[config.mk]
export PLATFORM = sky130hd
export DESIGN_NAME = multirail_chunk_splitter_top
export DESIGN_NICKNAME = d
export VERILOG_FILES = /design/src/rtl/mcs_pkg.sv /design/src/rtl/multirail_chunk_splitter_top.sv /design/src/rtl/mcs_div.sv /design/src/rtl/mcs_aln.sv /design/src/rtl/mcs_dp.sv /design/src/rtl/mcs_ctrl.sv
export SDC_FILE = /design/constraint.sdc
export NUM_CORES = 2
export LEC_CHECK = 0
export BUFFER_PORTS_ARGS = -buffer_cell sky130_fd_sc_hd__buf_2
export CAP_MARGIN = 20
export CORE_ASPECT_RATIO = 2
export CORE_MARGIN = 2
export CORE_UTILIZATION = 65
export CTS_CLUSTER_DIAMETER = 30
export DETAILED_ROUTE_END_ITERATION = 8
export GPL_TIMING_DRIVEN = 0
export PLACE_DENSITY = 0.93
export SYNTH_ARGS = -nofsm -noshare
export SYNTH_HDL_FRONTEND = slang
export SYNTH_SLANG_ARGS = --single-unit
[constraint.sdc]
create_clock -name clk -period 24.2 [get_ports clk]
set_input_delay 1.21 -clock clk [delete_from_list [all_inputs] [get_ports clk]]
set_output_delay 1.21 -clock clk [all_outputs]
set_load 0.005 [all_outputs]
[src/rtl/mcs_pkg.sv]
// Shared types and constants for the multirail chunk splitter.
// Used by the controller, datapath, divider and align units; no dependencies.
package mcs_pkg;

  localparam int LEN_W      = 32;  // message and chunk lengths
  localparam int BW_W       = 16;  // rail bandwidth entry
  localparam int IDX_W      = 3;   // rail / chunk index
  localparam int CNT_W      = 4;   // chunk count
  localparam int SUM_W      = 19;  // sum of up to eight bandwidth entries
  localparam int PROD_W     = 48;  // quotient times bandwidth
  localparam int MAX_CHUNKS = 8;   // results per split, upper bound
  localparam int DIV_STEPS  = 32;  // one quotient bit per step
  localparam int DIV_CNT_W  = 5;
  localparam int ALN_DIG    = 8;   // bits folded into the remainder per step
  localparam int ALN_STEPS  = PROD_W / ALN_DIG;
  localparam int ALN_CNT_W  = 3;

  localparam logic KIND_BW    = 1'b0;
  localparam logic KIND_SPLIT = 1'b1;

  localparam logic MODE_EVEN   = 1'b0;
  localparam logic MODE_WEIGHT = 1'b1;

  typedef enum logic [1:0] {
    ALN_QUOT,
    ALN_PROD,
    ALN_PEND
  } aln_sel_t;

  typedef struct packed {
    logic     wr_bw;
    logic     load;
    logic     sum_acc;
    logic     idx_clr;
    logic     div_start;
    logic     mul_go;
    logic     aln_start;
    aln_sel_t aln_sel;
    logic     emit_even_chunk;
    logic     emit_even_rest;
    logic     emit_w_chunk;
    logic     emit_w_last;
  } cmd_t;

  typedef struct packed {
    logic mode;
    logic idx_last;
    logic even_more;
    logic even_rest;
    logic div_done;
    logic aln_done;
    logic out_free;
  } sts_t;

endpackage

[src/rtl/multirail_chunk_splitter_top.sv]
// Multirail chunk splitter, top level.
// Instantiates mcs_ctrl and mcs_dp; types and constants from mcs_pkg.
//
// Input channel (in_valid / in_stall): one item is either a bandwidth entry
// (in_kind = 0: in_rail_bandwidth goes into table slot in_rail_index, no result)
// or a split request (in_kind = 1: in_total_length over in_chunk_count chunks).
// Result channel (out_valid / out_stall): one item per chunk, in chunk order,
// out_last set on the final one. A zero length in even mode gives no results.
// Config: cfg_wr_en / cfg_wr_data write split_mode (0 even, 1 weighted); write
// only while the block is idle.
// Flow: a bandwidth entry is written on acceptance; the next item is taken right after.
// A split holds in_stall high until its last chunk is in the output register.
// Divisions use a 32-step serial divider, roundings a 6-step remainder unit. Even
// mode divides and rounds once, then emits; weighted mode sums n entries, then per
// rail but the last divides, multiplies and rounds, and rounds the rest for the last.
// Receiver stall: the output register holds its item; the sequencer waits
// before loading the next chunk. The last chunk may wait there while the next
// input item is already taken.
// Reset (rst_n low, synchronous): controller idle, output empty, split_mode 0.
// The bandwidth table is not cleared; read only slots written since reset.
module multirail_chunk_splitter_top
  import mcs_pkg::*;
#(
  parameter int MAX_RAILS   = 8,
  parameter int ALIGN_BYTES = 4
) (
  input  logic             clk,
  input  logic             rst_n,
  // configuration
  input  logic             cfg_wr_en,
  input  logic             cfg_wr_data,
  // input channel
  input  logic             in_valid,
  output logic             in_stall,
  input  logic             in_kind,
  input  logic [IDX_W-1:0] in_rail_index,
  input  logic [BW_W-1:0]  in_rail_bandwidth,
  input  logic [LEN_W-1:0] in_total_length,
  input  logic [CNT_W-1:0] in_chunk_count,
  // result channel
  output logic             out_valid,
  input  logic             out_stall,
  output logic [IDX_W-1:0] out_chunk_index,
  output logic [LEN_W-1:0] out_chunk_length,
  output logic             out_last
);

  cmd_t cmd;
  sts_t sts;

  // sequencer: decides what the datapath does each cycle
  mcs_ctrl u_ctrl (
    .clk      (clk),
    .rst_n    (rst_n),
    .in_valid (in_valid),
    .in_kind  (in_kind),
    .sts      (sts),
    .cmd      (cmd),
    .in_stall (in_stall)
  );

  // datapath: table, divider, multiplier, align unit, output register
  mcs_dp #(
    .MAX_RAILS   (MAX_RAILS),
    .ALIGN_BYTES (ALIGN_BYTES)
  ) u_dp (
    .clk               (clk),
    .rst_n             (rst_n),
    .cfg_wr_en         (cfg_wr_en),
    .cfg_wr_data       (cfg_wr_data),
    .in_rail_index     (in_rail_index),
    .in_rail_bandwidth (in_rail_bandwidth),
    .in_total_length   (in_total_length),
    .in_chunk_count    (in_chunk_count),
    .cmd               (cmd),
    .sts               (sts),
    .out_valid         (out_valid),
    .out_stall         (out_stall),
    .out_chunk_index   (out_chunk_index),
    .out_chunk_length  (out_chunk_length),
    .out_last          (out_last)
  );

endmodule

[src/rtl/mcs_div.sv]
// Restoring serial divider: one quotient bit per cycle.
// Depends on mcs_pkg; a zero divisor gives a zero quotient.
module mcs_div
  import mcs_pkg::*;
(
  input  logic             clk,
  input  logic             rst_n,
  input  logic             start,
  input  logic [LEN_W-1:0] dividend,
  input  logic [SUM_W-1:0] divisor,
  output logic             done,
  output logic [LEN_W-1:0] quot
);

  logic                 busy_r;
  logic                 done_r;
  logic [DIV_CNT_W-1:0] cnt_r;
  logic [LEN_W-1:0]     dvd_r;
  logic [SUM_W-1:0]     dvs_r;
  logic [SUM_W-1:0]     rem_r;
  logic                 zero_r;

  logic [SUM_W:0]       trial;
  logic                 ge;
  logic [SUM_W:0]       diff;

  always_comb begin
    trial = {rem_r, dvd_r[LEN_W-1]};
    ge    = trial >= {1'b0, dvs_r};
    diff  = trial - {1'b0, dvs_r};
  end

  always_ff @(posedge clk) begin
    if (!rst_n) begin
      busy_r <= 1'b0;
      done_r <= 1'b0;
      cnt_r  <= '0;
    end else begin
      done_r <= 1'b0;
      if (start) begin
        busy_r <= 1'b1;
        cnt_r  <= '0;
      end else if (busy_r) begin
        cnt_r <= cnt_r + 1'b1;
        if (cnt_r == DIV_CNT_W'(DIV_STEPS - 1)) begin
          busy_r <= 1'b0;
          done_r <= 1'b1;
        end
      end
    end
  end

  always_ff @(posedge clk) begin
    if (start) begin
      dvd_r  <= dividend;
      dvs_r  <= divisor;
      rem_r  <= '0;
      zero_r <= (divisor == '0);
    end else if (busy_r) begin
      rem_r <= ge ? diff[SUM_W-1:0] : trial[SUM_W-1:0];
      dvd_r <= {dvd_r[LEN_W-2:0], ge};
    end
  end

  assign done = done_r;
  assign quot = zero_r ? '0 : dvd_r;

endmodule

[src/rtl/mcs_aln.sv]
// Align-up unit: remainder by ALIGN_BYTES, ALN_DIG bits per cycle, then round up
// and saturate to 32 bits. Depends on mcs_pkg.
module mcs_aln
  import mcs_pkg::*;
#(
  parameter int ALIGN_BYTES = 4
) (
  input  logic              clk,
  input  logic              rst_n,
  input  logic              start,
  input  logic [PROD_W-1:0] x,
  output logic              done,
  output logic [LEN_W-1:0]  res
);

  localparam int AW = $clog2(ALIGN_BYTES + 1);
  localparam logic [AW:0] A_V = (AW + 1)'(ALIGN_BYTES);

  logic                 busy_r;
  logic                 done_r;
  logic [ALN_CNT_W-1:0] cnt_r;
  logic [PROD_W-1:0]    x_r;
  logic [PROD_W-1:0]    sh_r;
  logic [AW-1:0]        rem_r;
  logic [AW-1:0]        rem_nxt;

  logic [AW:0]          t_v;
  logic [AW-1:0]        r_v;
  logic [AW:0]          pad;
  logic [PROD_W:0]      sum;

  // fold ALN_DIG bits, MSB first, into the running remainder
  always_comb begin
    r_v = rem_r;
    t_v = '0;
    for (int j = 0; j < ALN_DIG; j++) begin
      t_v = {r_v, sh_r[PROD_W-1-j]};
      if (t_v >= A_V) begin
        t_v = t_v - A_V;
      end
      r_v = t_v[AW-1:0];
    end
    rem_nxt = r_v;
  end

  always_comb begin
    pad = (rem_r == '0) ? '0 : (A_V - {1'b0, rem_r});
    sum = {1'b0, x_r} + (PROD_W + 1)'(pad);
    res = (sum[PROD_W:LEN_W] != '0) ? '1 : sum[LEN_W-1:0];
  end

  always_ff @(posedge clk) begin
    if (!rst_n) begin
      busy_r <= 1'b0;
      done_r <= 1'b0;
      cnt_r  <= '0;
    end else begin
      done_r <= 1'b0;
      if (start) begin
        busy_r <= 1'b1;
        cnt_r  <= '0;
      end else if (busy_r) begin
        cnt_r <= cnt_r + 1'b1;
        if (cnt_r == ALN_CNT_W'(ALN_STEPS - 1)) begin
          busy_r <= 1'b0;
          done_r <= 1'b1;
        end
      end
    end
  end

  always_ff @(posedge clk) begin
    if (start) begin
      x_r   <= x;
      sh_r  <= x;
      rem_r <= '0;
    end else if (busy_r) begin
      rem_r <= rem_nxt;
      sh_r  <= sh_r << ALN_DIG;
    end
  end

  assign done = done_r;

endmodule

[src/rtl/mcs_dp.sv]
// Datapath: split_mode register, bandwidth table, working registers, divider,
// multiplier, align unit and output register. Depends on mcs_pkg, mcs_div, mcs_aln.
module mcs_dp
  import mcs_pkg::*;
#(
  parameter int MAX_RAILS   = 8,
  parameter int ALIGN_BYTES = 4
) (
  input  logic             clk,
  input  logic             rst_n,
  input  logic             cfg_wr_en,
  input  logic             cfg_wr_data,
  input  logic [IDX_W-1:0] in_rail_index,
  input  logic [BW_W-1:0]  in_rail_bandwidth,
  input  logic [LEN_W-1:0] in_total_length,
  input  logic [CNT_W-1:0] in_chunk_count,
  input  cmd_t             cmd,
  output sts_t             sts,
  output logic             out_valid,
  input  logic             out_stall,
  output logic [IDX_W-1:0] out_chunk_index,
  output logic [LEN_W-1:0] out_chunk_length,
  output logic             out_last
);

  localparam int TBL_DEPTH = (MAX_RAILS < MAX_CHUNKS) ? MAX_RAILS : MAX_CHUNKS;
  localparam int TI_W      = (TBL_DEPTH > 1) ? $clog2(TBL_DEPTH) : 1;
  localparam logic [CNT_W-1:0] CAP_N   = CNT_W'(TBL_DEPTH);
  localparam logic [IDX_W:0]   DEPTH_V = (IDX_W + 1)'(TBL_DEPTH);

  logic             mode_r;
  logic [BW_W-1:0]  bw_tab_r [TBL_DEPTH];

  logic [LEN_W-1:0] len_r;
  logic [CNT_W-1:0] n_r;
  logic [IDX_W-1:0] idx_r;
  logic [LEN_W-1:0] assigned_r;
  logic [LEN_W-1:0] pending_r;
  logic [SUM_W-1:0] sum_r;
  logic [PROD_W-1:0] prod_r;
  logic [LEN_W-1:0] c_r;

  logic             out_valid_r;
  logic [IDX_W-1:0] out_idx_r;
  logic [LEN_W-1:0] out_len_r;
  logic             out_last_r;

  logic [BW_W-1:0]  rb;
  logic [CNT_W-1:0] n_clamp;
  logic [CNT_W-1:0] idx_p1;
  logic [LEN_W:0]   even_next;
  logic             emit_any;
  logic             out_free;

  logic [LEN_W-1:0] div_dividend;
  logic [SUM_W-1:0] div_divisor;
  logic             div_done;
  logic [LEN_W-1:0] quot;

  logic [PROD_W-1:0] aln_x;
  logic              aln_done;
  logic [LEN_W-1:0]  aln_res;

  assign rb = bw_tab_r[idx_r[TI_W-1:0]];

  always_comb begin
    if (in_chunk_count == '0) begin
      n_clamp = CNT_W'(1);
    end else if (in_chunk_count > CAP_N) begin
      n_clamp = CAP_N;
    end else begin
      n_clamp = in_chunk_count;
    end
  end

  assign idx_p1    = {1'b0, idx_r} + CNT_W'(1);
  assign even_next = {1'b0, assigned_r} + {1'b0, c_r};
  assign out_free  = !out_valid_r || !out_stall;
  assign emit_any  = cmd.emit_even_chunk || cmd.emit_even_rest ||
                     cmd.emit_w_chunk || cmd.emit_w_last;

  always_comb begin
    sts.mode      = mode_r;
    sts.idx_last  = (idx_p1 == n_r);
    sts.even_more = (idx_p1 < n_r) && (even_next < {1'b0, len_r});
    sts.even_rest = (assigned_r < len_r);
    sts.div_done  = div_done;
    sts.aln_done  = aln_done;
    sts.out_free  = out_free;
  end

  // divider operands: len / n in even mode, pending / sum in weighted mode
  assign div_dividend = (mode_r == MODE_WEIGHT) ? pending_r : len_r;
  assign div_divisor  = (mode_r == MODE_WEIGHT) ? sum_r : SUM_W'(n_r);

  always_comb begin
    unique case (cmd.aln_sel)
      ALN_QUOT: aln_x = PROD_W'(quot);
      ALN_PROD: aln_x = prod_r;
      ALN_PEND: aln_x = PROD_W'(pending_r);
      default:  aln_x = prod_r;
    endcase
  end

  mcs_div u_div (
    .clk      (clk),
    .rst_n    (rst_n),
    .start    (cmd.div_start),
    .dividend (div_dividend),
    .divisor  (div_divisor),
    .done     (div_done),
    .quot     (quot)
  );

  mcs_aln #(
    .ALIGN_BYTES (ALIGN_BYTES)
  ) u_aln (
    .clk   (clk),
    .rst_n (rst_n),
    .start (cmd.aln_start),
    .x     (aln_x),
    .done  (aln_done),
    .res   (aln_res)
  );

  // control state
  always_ff @(posedge clk) begin
    if (!rst_n) begin
      mode_r      <= MODE_EVEN;
      out_valid_r <= 1'b0;
      idx_r       <= '0;
    end else begin
      if (cfg_wr_en) begin
        mode_r <= cfg_wr_data;
      end
      if (emit_any) begin
        out_valid_r <= 1'b1;
      end else if (!out_stall) begin
        out_valid_r <= 1'b0;
      end
      priority if (cmd.load || cmd.idx_clr) begin
        idx_r <= '0;
      end else if (cmd.sum_acc || cmd.emit_even_chunk || cmd.emit_w_chunk) begin
        idx_r <= idx_r + 1'b1;
      end
    end
  end

  always_ff @(posedge clk) begin
    if (cmd.wr_bw && ({1'b0, in_rail_index} < DEPTH_V)) begin
      bw_tab_r[in_rail_index[TI_W-1:0]] <= in_rail_bandwidth;
    end
  end

  // working registers
  always_ff @(posedge clk) begin
    if (cmd.load) begin
      len_r      <= in_total_length;
      n_r        <= n_clamp;
      assigned_r <= '0;
      pending_r  <= in_total_length;
      sum_r      <= '0;
    end else begin
      if (cmd.sum_acc) begin
        sum_r <= sum_r + SUM_W'(rb);
      end
      if (cmd.emit_even_chunk) begin
        assigned_r <= even_next[LEN_W-1:0];
      end
      if (cmd.emit_w_chunk) begin
        pending_r <= (pending_r > c_r) ? (pending_r - c_r) : '0;
        sum_r     <= sum_r - SUM_W'(rb);
      end
    end
    if (cmd.mul_go) begin
      prod_r <= quot * rb;
    end
    if (aln_done) begin
      c_r <= aln_res;
    end
  end

  // output register
  always_ff @(posedge clk) begin
    if (emit_any) begin
      out_idx_r  <= idx_r;
      out_len_r  <= cmd.emit_even_rest ? (len_r - assigned_r) : c_r;
      out_last_r <= cmd.emit_even_rest || cmd.emit_w_last;
    end
  end

  assign out_valid        = out_valid_r;
  assign out_chunk_index  = out_idx_r;
  assign out_chunk_length = out_len_r;
  assign out_last         = out_last_r;

endmodule

[src/rtl/mcs_ctrl.sv]
// Controller state machine: sequences table writes, sums, divides, multiplies,
// alignment and result emission. Depends on mcs_pkg.
module mcs_ctrl
  import mcs_pkg::*;
(
  input  logic clk,
  input  logic rst_n,
  input  logic in_valid,
  input  logic in_kind,
  input  sts_t sts,
  output cmd_t cmd,
  output logic in_stall
);

  typedef enum logic [3:0] {
    S_IDLE,
    S_SUM,
    S_WCHK,
    S_DIV,
    S_DIVW,
    S_MUL,
    S_ALN,
    S_ALNW,
    S_EEMIT,
    S_WEMIT
  } state_t;

  state_t state_r;
  state_t state_nxt;
  logic   stall_r;

  always_comb begin
    state_nxt = state_r;
    cmd       = '0;
    cmd.aln_sel = ALN_PROD;
    unique case (state_r)
      S_IDLE: begin
        if (in_valid) begin
          if (in_kind == KIND_SPLIT) begin
            cmd.load  = 1'b1;
            state_nxt = (sts.mode == MODE_WEIGHT) ? S_SUM : S_DIV;
          end else begin
            cmd.wr_bw = 1'b1;
          end
        end
      end
      S_SUM: begin
        cmd.sum_acc = 1'b1;
        if (sts.idx_last) begin
          cmd.idx_clr = 1'b1;
          state_nxt   = S_WCHK;
        end
      end
      S_WCHK: begin
        state_nxt = sts.idx_last ? S_ALN : S_DIV;
      end
      S_DIV: begin
        cmd.div_start = 1'b1;
        state_nxt     = S_DIVW;
      end
      S_DIVW: begin
        if (sts.div_done) begin
          state_nxt = (sts.mode == MODE_WEIGHT) ? S_MUL : S_ALN;
        end
      end
      S_MUL: begin
        cmd.mul_go = 1'b1;
        state_nxt  = S_ALN;
      end
      S_ALN: begin
        cmd.aln_start = 1'b1;
        if (sts.mode == MODE_EVEN) begin
          cmd.aln_sel = ALN_QUOT;
        end else if (sts.idx_last) begin
          cmd.aln_sel = ALN_PEND;
        end else begin
          cmd.aln_sel = ALN_PROD;
        end
        state_nxt = S_ALNW;
      end
      S_ALNW: begin
        if (sts.aln_done) begin
          state_nxt = (sts.mode == MODE_WEIGHT) ? S_WEMIT : S_EEMIT;
        end
      end
      S_EEMIT: begin
        priority if (sts.even_more) begin
          cmd.emit_even_chunk = sts.out_free;
        end else if (sts.even_rest) begin
          if (sts.out_free) begin
            cmd.emit_even_rest = 1'b1;
            state_nxt          = S_IDLE;
          end
        end else begin
          state_nxt = S_IDLE;
        end
      end
      S_WEMIT: begin
        if (sts.out_free) begin
          if (sts.idx_last) begin
            cmd.emit_w_last = 1'b1;
            state_nxt       = S_IDLE;
          end else begin
            cmd.emit_w_chunk = 1'b1;
            state_nxt        = S_WCHK;
          end
        end
      end
      default: state_nxt = S_IDLE;
    endcase
  end

  always_ff @(posedge clk) begin
    if (!rst_n) begin
      state_r <= S_IDLE;
      stall_r <= 1'b0;
    end else begin
      state_r <= state_nxt;
      stall_r <= (state_nxt != S_IDLE);
    end
  end

  assign in_stall = stall_r;

endmodule

# Word-level counts from Yosys, hierarchy flattened
# Memories as Yosys holds them, arrays and structs flattened. A register that Yosys moved wholly into a read port is not among the register bits.
# Index checks and enable logic that the tools add are counted.
dict set report classes {
  add_sub_neg 20
  mul 1
  n_lt_le_gt_ge 14
  n_eq_ne 14
  mux 73
  bitwise_logic 3
  n_reduce_logical 28
}
# cell n
set op_table {}
lappend op_table {{$mux 32} 8}
lappend op_table {{$mux 48} 2}
lappend op_table {{$pmux 48 s2} 1}
lappend op_table {{$mux 19} 4}
lappend op_table {{$sub 32x32->32} 2}
lappend op_table {{$add 48x4->49} 1}
lappend op_table {{$mul 32x16->48} 1}
lappend op_table {{$mux 4} 11}
lappend op_table {{$pmux 4 s10} 1}
lappend op_table {{$mux 3} 12}
lappend op_table {{$add 32x32->33} 1}
lappend op_table {{$lt 33x32->1} 1}
lappend op_table {{$ge 4x3->1 const B} 8}
lappend op_table {{$gt 32x32->1} 1}
lappend op_table {{$lt 32x32->1} 1}
lappend op_table {{$sub 3x3->3 const B} 8}
lappend op_table {{$mux 1} 23}
lappend op_table {{$mux 2} 11}
lappend op_table {{$ge 20x19->1} 1}
lappend op_table {{$add 19x16->19} 1}
lappend op_table {{$logic_not 19->1} 1}
lappend op_table {{$sub 19x16->19} 1}
lappend op_table {{$sub 19x19->19} 1}
lappend op_table {{$reduce_bool 17->1} 1}
lappend op_table {{26 further kinds} 50}
dict set report word_totals {
  regBits 427
  ram_bits 128
  in_bits 62
  wordCells 183
  memories 1
}
# name words word_bits rd rd_ports_with_merged_regs write_ports line
set mem_list {}
lappend mem_list {u_dp.bw_tab_r 8 16 1 1 1 mcs_dp.sv:32} ;# logic [BW_W-1:0] bw_tab_r [TBL_DEPTH];

# Longest topological paths before layout
dict set report depth {
  word_depth 16
  mapped_depth 31
  ltp_nobuf 27
}

# Hierarchy
# Synthesis repeated with hierarchy kept, for this count alone.
dict set report hier_totals {
  cells_unflattened 4722
  hier_area_um2 47619.4
}
# mod instances cells_per_inst area_each_um2 seq_area_each_um2
set by_module_without_submodules {}
lappend by_module_without_submodules {mcs_dp 1 3803 37412.1 10550.1}
lappend by_module_without_submodules {mcs_aln 1 409 5211.2 3042.9}
lappend by_module_without_submodules {mcs_div 1 438 4504.3 2082.0}
lappend by_module_without_submodules {mcs_ctrl 1 72 491.7 100.1}

# Least setup slack after synthesis
# Ideal clock, no wire load.
dict set report synth_path {
  kind {flip-flop to flip-flop}
  startpoint {register with a tool-made name}
  endpoint {register u_dp.prod_r[46], data pin}
  arrival_ps 7817
  required_time_ps 23993
  path_slack_ps 16176
  path_stages_with_launch 29
  n_path_buf 5
  cell_sequence {dfxtp_1 > clkbuf_1 > buf_1 > clkbuf_1 > mux2i_1 > clkbuf_1 > nor2_1 > fa_1 > inv_1 > fa_1 > fa_1 > inv_1 > fa_1 > fa_1 > inv_1 > fa_1 > inv_1 > ha_1 > a21o_1 > a21o_1 > a21oi_1 > o21ai_0 > nor2_1 > a21oi_1 > or3_1 > clkbuf_1 > a41o_1 > mux2i_1 > a2111oi_0}
}
# element line
set synth_lines {}
lappend synth_lines {{end signal: assignment} mcs_dp.sv:176} ;# prod_r <= quot * rb;
lappend synth_lines {{end: declaration} mcs_dp.sv:40} ;# logic [PROD_W-1:0] prod_r;

==> impl_metrics.env <==
export IMPL_outcome="finished clean"
export IMPL_synthCells=4715
export IMPL_synth_edff_count=460
export IMPL_finalMaxSlewViolations=0
export IMPL_cp_arrival_ps=11810
export IMPL_post_cts_buffers=0
export IMPL_rsz0062_at_grt="false"
export IMPL_p_switching_uw=2110
export IMPL_syn_nets=5500
export IMPL_startpoint_type="flop"
export IMPL_numCtsBuffers=74
export IMPL_hold_path_class="reg -> reg"
export IMPL_intPower_uw=2830
export IMPL_dpl_cell_area_um2=48600
export IMPL_ir_worst_vdd_v=0.000126
export IMPL_portBuffers=99
export IMPL_async_flop_share=0
export IMPL_cp_end_kind="flop"
export IMPL_ctsLongestPathBuffers=3
export IMPL_drive_gt1_frac=0.0753
export IMPL_first_iter_violations=3054
export IMPL_route_detailed_drc=0
export IMPL_fin_nets=5715
export IMPL_hpwl_mm=121
export IMPL_cp_required_ps=24710
export IMPL_tightest_slew_ps=1200
export IMPL_setup_ws_ps=12890
export IMPL_p_leak_uw=0.0221
export IMPL_p_comb_frac=0.513
export IMPL_ys_seq_elements=558
export IMPL_grt_pass1_vias=40500
export IMPL_fin_worst_skew_ps=41.3
export IMPL_synth_most_common_cell="inv_1"
export IMPL_root_buffer="clkbuf_16"
export IMPL_p_per_area_nw_per_um2=96.2
export IMPL_yosys_warnings=0
export IMPL_synthToLayoutAreaGrowth_pct=10.5
export IMPL_cts_sinks=558
export IMPL_post_route_min_period_ps=11310
export IMPL_synth_top_cell_area_share=0.297
export IMPL_core_area_um2=70800
export IMPL_criticalPathCategory="reg -> reg"
export IMPL_synth_area_leaders="edfxtp_1 (30%), fa_1 (18%), ha_1 (8.1%)"
export IMPL_fmax_mhz=88.4
export IMPL_pin_count=100
export IMPL_track_usage=0.439
export IMPL_maxCapViolCount=0
export IMPL_nFillCells=4975
export IMPL_yosysUniqueCellTypes=74
export IMPL_met2_length_mm=76.1
export IMPL_setup_violations_final=0
export IMPL_dieHeight_um=382
export IMPL_period_share=0.467
export IMPL_ant_nets=0
export IMPL_critical_path_max_fanout=10
export IMPL_antenna_found_initial=8
export IMPL_hold_buffers=0
export IMPL_clkLatencyLatePin_ps=690
export IMPL_hold_viol=0
export IMPL_wl_met3_mm=13.4
export IMPL_die_area_um2=73700
export IMPL_drt_wl_total_mm=156
export IMPL_htree_levels=3
export IMPL_yosysTopAreaCell="edfxtp_1"
export IMPL_p_clk_frac=0.238
export IMPL_timing_critical_path_buf_inv=12
export IMPL_place_gp_congestion=1.06
export IMPL_die_x_um=193
export IMPL_postCtsResizedCells=0
export IMPL_switching_share=0.428
export IMPL_critical_path_depth=31
export IMPL_cts_reportedPaths_clkPinSlew_ps=70
export IMPL_vias_per_cell=6.45
export IMPL_wl_per_cell_um=26.3
export IMPL_yosys_top_cells_count="inv_1 (624), nand2_1 (602), edfxtp_1 (460)"
export IMPL_rr_worst_depth=31
export IMPL_ys_flop_type="edfxtp_1"
export IMPL_cp_slowest_cell="clkbuf_1"
export IMPL_netlist_area_um2=46400
export IMPL_grt_first_pass_wirelength_mm=233
export IMPL_slew_headroom=0.195
export IMPL_tns_ps=0
export IMPL_cp_slowest_stage_delay_ps=820
export IMPL_syn_avg_cell_area_um2=9.85
export IMPL_final_area_um2=51300
export IMPL_highest_layer="met5"
export IMPL_met1_length_mm=45.8
export IMPL_num_vias=38100
export IMPL_grt_overflow=0
export IMPL_seq_power_share=0.250
export IMPL_initial_core_util=0.656
export IMPL_hold_path_depth=1
export IMPL_num_rows=138
export IMPL_cpMostUsedCell="fa_1"
export IMPL_crit_family="buffers and inverters"
export IMPL_cts_tree="done"
export IMPL_pre_cts_slack_ps=12960
export IMPL_grt_max_degree=45
export IMPL_seq_area_frac_synth=0.340
export IMPL_dr_pass1_iters=9
-- flip-flops by register name, indices dropped and copies added, names as in the netlist, 5 cells and up, named ones only --
name                   flops
u_dp.assigned_r           32
u_dp.bw_tab_r            128
u_dp.c_r                  32
u_dp.len_r                32
u_dp.out_chunk_length     32
u_dp.pending_r            32
u_dp.prod_r               48
u_dp.sum_r                19
u_dp.u_aln.sh_r           48
u_dp.u_aln.x_r            48
u_dp.u_div.cnt_r           5
u_dp.u_div.dvd_r          32
u_dp.u_div.dvs_r          19
u_dp.u_div.rem_r          19
-- per-stage QoR --
stage / total power, uW / std cells / utilization / hold WS (ps)
final: 4940 / 5906 / 0.725 / 483
after CTS: 4860 / 5893 / 0.723 / 484
after floorplan: 2980 / 4715 / - / 425
after global routing: 5220 / 5903 / 0.725 / 500
after detailed placement: 3670 / 5755 / 0.686 / 454
after global placement: 3580 / 5724 / 0.679 / 440
-- kinds of logic (layout without fill, tap and decap cells) --
group,after synthesis,count (layout),synth area share
xor+xnor,197,197,0.0371
mux,169,169,0.0460
flops,558,558,0.340
fa+ha+maj,723,723,0.263
buf+inv,823,1100,0.0669
other cells,0,4,0
simple gates,1444,1444,0.140
compound gates,801,801,0.107
-- worst register-to-register path: cells and delay by family (launching register included) --
kind / cells / cell delay [ps]
mux: 2 / 500
buf+inv: 12 / 4000
fa+ha+maj: 7 / 3500
simple gates: 5 / 1520
compound gates: 5 / 1270
flops: 1 / 350
-- power by group through the flow --
stage          combinational, uW  clock (uW)  sequential, uW
2_1_floorplan               1760           0            1230
3_3_place_gp                2330           0            1250
3_5_place_dp                2420           0            1250
4_1_cts                     2460        1170            1230
5_1_grt                     2780        1210            1240
6_report                    2530        1170            1230
-- per-layer routing --
layer | GRT usage | vias up
met5 | 0 | -
met4 | 0.462 | 6
met3 | 0.114 | 984
met2 | 0.729 | 2380
met1 | 0.417 | 18400
li1 | - | 16400
-- final timing paths --
| check | start | end | slack, ps |
|---|---|---|---|
| max reg2reg | flop | u_dp.prod_r[46]$_DFFE_PP_ | 12890 |
| min reg2reg | u_dp.sum_r[18]$_SDFFE_PP0P_ | u_dp.sum_r[18]$_SDFFE_PP0P_ | 480 |
| min | u_dp.sum_r[18]$_SDFFE_PP0P_ | u_dp.sum_r[18]$_SDFFE_PP0P_ | 480 |
| max | flop | u_dp.prod_r[46]$_DFFE_PP_ | 12890 |
-- placed cells by master, fill, tap and decap left out, drive strengths merged, types with 40 or more instances in the layout --
| master | netlist | routed |
|---|---|---|
| a21o | 93 | 93 |
| a21oi | 218 | 218 |
| and2 | 52 | 52 |
| buf | 36 | 173 |
| clkbuf | 161 | 248 |
| dfxtp | 98 | 98 |
| edfxtp | 460 | 460 |
| fa | 424 | 424 |
| ha | 299 | 299 |
| inv | 625 | 640 |
| mux2i | 104 | 104 |
| nand2 | 602 | 602 |
| nand2b | 77 | 77 |
| nand3 | 70 | 70 |
| nand4 | 40 | 40 |
| nor2 | 380 | 380 |
| nor2b | 79 | 79 |
| nor3 | 43 | 43 |
| o21ai | 204 | 204 |
| o22ai | 69 | 69 |
| xnor2 | 119 | 119 |
| xor2 | 78 | 78 |
-- layout make-up --
type	instances	area [um^2]	area share
sequential	558	15800	0.307
tap	910	1140	0.0222
buffer	197	758	0.0148
antenna	4	10.0	0.000195
multi-input combinational	3334	27600	0.539
timing repair buffer	139	1030	0.0200
inverter	626	2350	0.0458
clock buffer	86	1920	0.0374
clock inverter	52	707	0.0138
No activity file was read; power rests on OpenSTA's default activity.
